### src/ctc_ram.sv
// generic single-write, single-read ram with registered read data
module ctc_ram #(
  parameter int unsigned WIDTH = 64,
  parameter int unsigned DEPTH = 64,
  localparam int unsigned AW = (DEPTH > 1) ? $clog2(DEPTH) : 1
) (
  input  logic             clk_i,
  input  logic             we_i,
  input  logic [AW-1:0]    waddr_i,
  input  logic [WIDTH-1:0] wdata_i,
  input  logic [AW-1:0]    raddr_i,
  output logic [WIDTH-1:0] rdata_o
);

  logic [WIDTH-1:0] mem_q [DEPTH];
  logic [WIDTH-1:0] rdata_q;

  always_ff @(posedge clk_i) begin
    if (we_i) begin
      mem_q[waddr_i] <= wdata_i;
    end
    rdata_q <= mem_q[raddr_i];
  end

  assign rdata_o = rdata_q;

endmodule

### config.mk
export PLATFORM = sky130hd
export DESIGN_NAME = ctc_ram
export DESIGN_NICKNAME = d
export VERILOG_FILES = /design/src/ctc_ram.sv
export SDC_FILE = /design/constraint.sdc
export NUM_CORES = 2
export LEC_CHECK = 0
export BUFFER_PORTS_ARGS = -buffer_cell sky130_fd_sc_hd__buf_2
export CORE_ASPECT_RATIO = 1.1
export CORE_MARGIN = 1
export CORE_UTILIZATION = 55
export CTS_CLUSTER_DIAMETER = 120
export DETAILED_ROUTE_END_ITERATION = 12
export PLACE_DENSITY = 0.74
export SYNTH_ARGS = -nofsm -noshare
export SYNTH_HDL_FRONTEND = slang
export SYNTH_SLANG_ARGS = --single-unit
### constraint.sdc
create_clock -name clk_i -period 7.5 [get_ports clk_i]
set_clock_uncertainty 0.2 [all_clocks]
set_input_delay 1.125 -clock clk_i [delete_from_list [all_inputs] [get_ports clk_i]]
set_output_delay 1.125 -clock clk_i [all_outputs]
set_load 0.05 [all_outputs]
==> impl_metrics.toml <==
[run_status]
status = "finished clean"

[synthesis]
netlist_area_mm2 = 0.156
yosys_warnings = 0
syn-instance-count = 6598
synth.area.top_cells = "edfxtp_1, mux4_2, mux2i_1, dfxtp_1, a22oi_1"
yosysTopAreaCell = "edfxtp_1"
ys_ff_latch = 4160
yosysSeqAreaShare_pct = 79.5
ys_types = 33
postSynthAreaPerCell_um2 = 23.7
syn_nets = 6676
synth_top_area_share_pct = 78.7

[power_and_ir_drop]
p_per_area_mw_per_mm2 = 276
leakage_nw = 54.6
peakVddDrop_uv = 223

[critical_path]
max_stage_delay_ns = 0.99
crit_path_start = "raddr_i[3]"
rr_startpoint = "mem_q[36][37]"
cp.arrival_ns = 4.48
crit_chain = "buf_2 > nor2b_4 > buf_4 > buf_4 > a22oi_1 > and3_1 > a211oi_1"
critPathMaxFanout = 55
critPathSlowestCell = "buf_4"
crit_path_frequent_cell = "buf_4"
worstSetupPathType = "primary input to flip-flop"
start_kind = "primary input"
cp-end-kind = "flip-flop"
cp_data_required_time_ns = 8.11

[drt]
wl_per_cell_um = 38.2
ant_nets = 0
drt_iter0_drc = 11800
firstDrtPassIters = 6
wl_um = 420000
viasPerCell = 6.99
drc = 0
vias = 76800

[worst_hold_path]
min_from = "mem_q[37][0]"
hold_class = "flip-flop to flip-flop"

[floorplanning]
die_width_um = 510
ios = 142
placementRows = 204
die_height_um = 561
core-area_mm2 = 0.282
dieArea_mm2 = 0.286
initial_core_util_pct = 55.5

[timing]
setup_tns_ns = 0
min_period_ns = 3.87
worstMarginPinSlew_ns = 1.40
relSlewSlack_pct = 6.26
finalCritPeriodShare_pct = 51.5
rsz0062_at_grt = "false"
clock.fmax_mhz = 259
hold_viol_final = 0
drv_slew = 0
setup_viol = 0
timing.hold.ws_ns = 0.627

[placement]
gp_congestion = 0.814
io_buffers = 141
dp_hpwl_um = 212000

[finish]
final_cell_mix = "edfxtp_1, mux4_2, clkbuf_16"
layout_commonest_cell = "edfxtp_1"
area_growth_syn_to_layout_pct = 12.3
drive_gt1_share_pct = 27.6
fin_nets = 7017

[clock_tree]
cts_hold_buffers = 0
root_buffer = "clkbuf_16"
h-tree-depth = 5
clkTransAtPathRegs_ns = 0.06
insertion_delay_ns = 0.94
cts_tree = "built"
cts_resized = 0
clock_sinks = 4160
cts_setup_buffers = 0
clockBufferDepth = 4
cts_made_buffers = 396

[global_route]
overflow = 0
antenna_found_initial = 31
grt_max_degree = 129
grt_pass1_vias = 77300
grt_pass1_wl_um = 589000
grt_usage_pct = 29.6

[job]
max_cap_viol_count = 0
[logic make-up after synthesis]
logic type,share of synthesized area (%)
flops,79.5
mux,15.6
compound gates,2.48
buf+inv,1.18
simple gates,1.24
[metrics by stage]
step | cell area, um2 | setup slack, ns | std cells | util [%] | total power [mW]
after floorplan | 156000 | 0.739 | 6598 | - | 27.7
after global placement | 162000 | 2.84 | 10200 | 57.6 | 28.6
after detailed placement | 162000 | 2.83 | 10200 | 57.6 | 28.7
after CTS | 176000 | 3.80 | 11000 | 62.3 | 48.6
after global routing | 176000 | 3.61 | 11000 | 62.3 | 49.6
final | 176000 | 3.63 | 11000 | 62.3 | 48.5
[where the power goes]
part	internal (mW)	leakage (nW)	switching [mW]	total [mW]
combinational	0.791	10.8	1.55	2.34
clock	11.6	6.35	8.67	20.3
sequential	25.7	37.4	0.126	25.9
total	38.1	54.6	10.3	48.5
[state kept, by name (all words and copies together) (netlist names)]
signal / cells
mem_q: 4096
rdata_o: 64
[final timing paths]
path            endpoint  slack (ns)  depth (start not counted)
max          rdata_o[45]        3.63                          7
min reg2reg   rdata_o[0]        0.63                          4
min           rdata_o[0]        0.63                          4
max reg2reg  rdata_o[37]        5.13                          4
[area by class of cell]
cell class / instances / area [um2]
Clock buffer: 496 / 10400
Timing Repair Buffer: 313 / 2670
Sequential cell: 4160 / 124000
Tap cell: 3708 / 4640
Inverter: 19 / 71.3
Multi-Input combinational cell: 2049 / 30800
Fill cell: 18000 / 106000
Clock inverter: 230 / 2680
Antenna cell: 15 / 37.5
[Yosys cell counts, drive strengths merged]
cell type	number
a22o	88
and2	3
mux2i	135
nor2	112
clkbuf	140
nand3b	2
a2bb2oi	19
nand4	2
nand2	58
a211oi	63
nand3	45
or2	28
a22oi	168
dfxtp	64
o221ai	38
edfxtp	4096
nand4b	1
or3b	1
o22ai	83
a31o	1
mux4	1024
nor2b	28
buf	230
nand2b	11
inv	19
nor3	2
a31oi	18
or3	29
a41oi	26
and3	64
[metal layers]
metal | GRT usage (%) | wire [um] | vias to the layer above
met5 | 0 | 134 | -
met4 | 11.6 | 17900 | 18
met3 | 6.77 | 55400 | 975
met2 | 46.8 | 202000 | 5934
met1 | 40.5 | 144000 | 40800
li1 | - | - | 29200
[critical path: cells and delay by family]
kind	cells	cell delay (ns)
AOI/OAI and AO/OA	2	0.55
buffers and inverters	3	2.06
and+or+nand+nor	2	0.66
No activity file was read; power rests on OpenSTA's default activity.
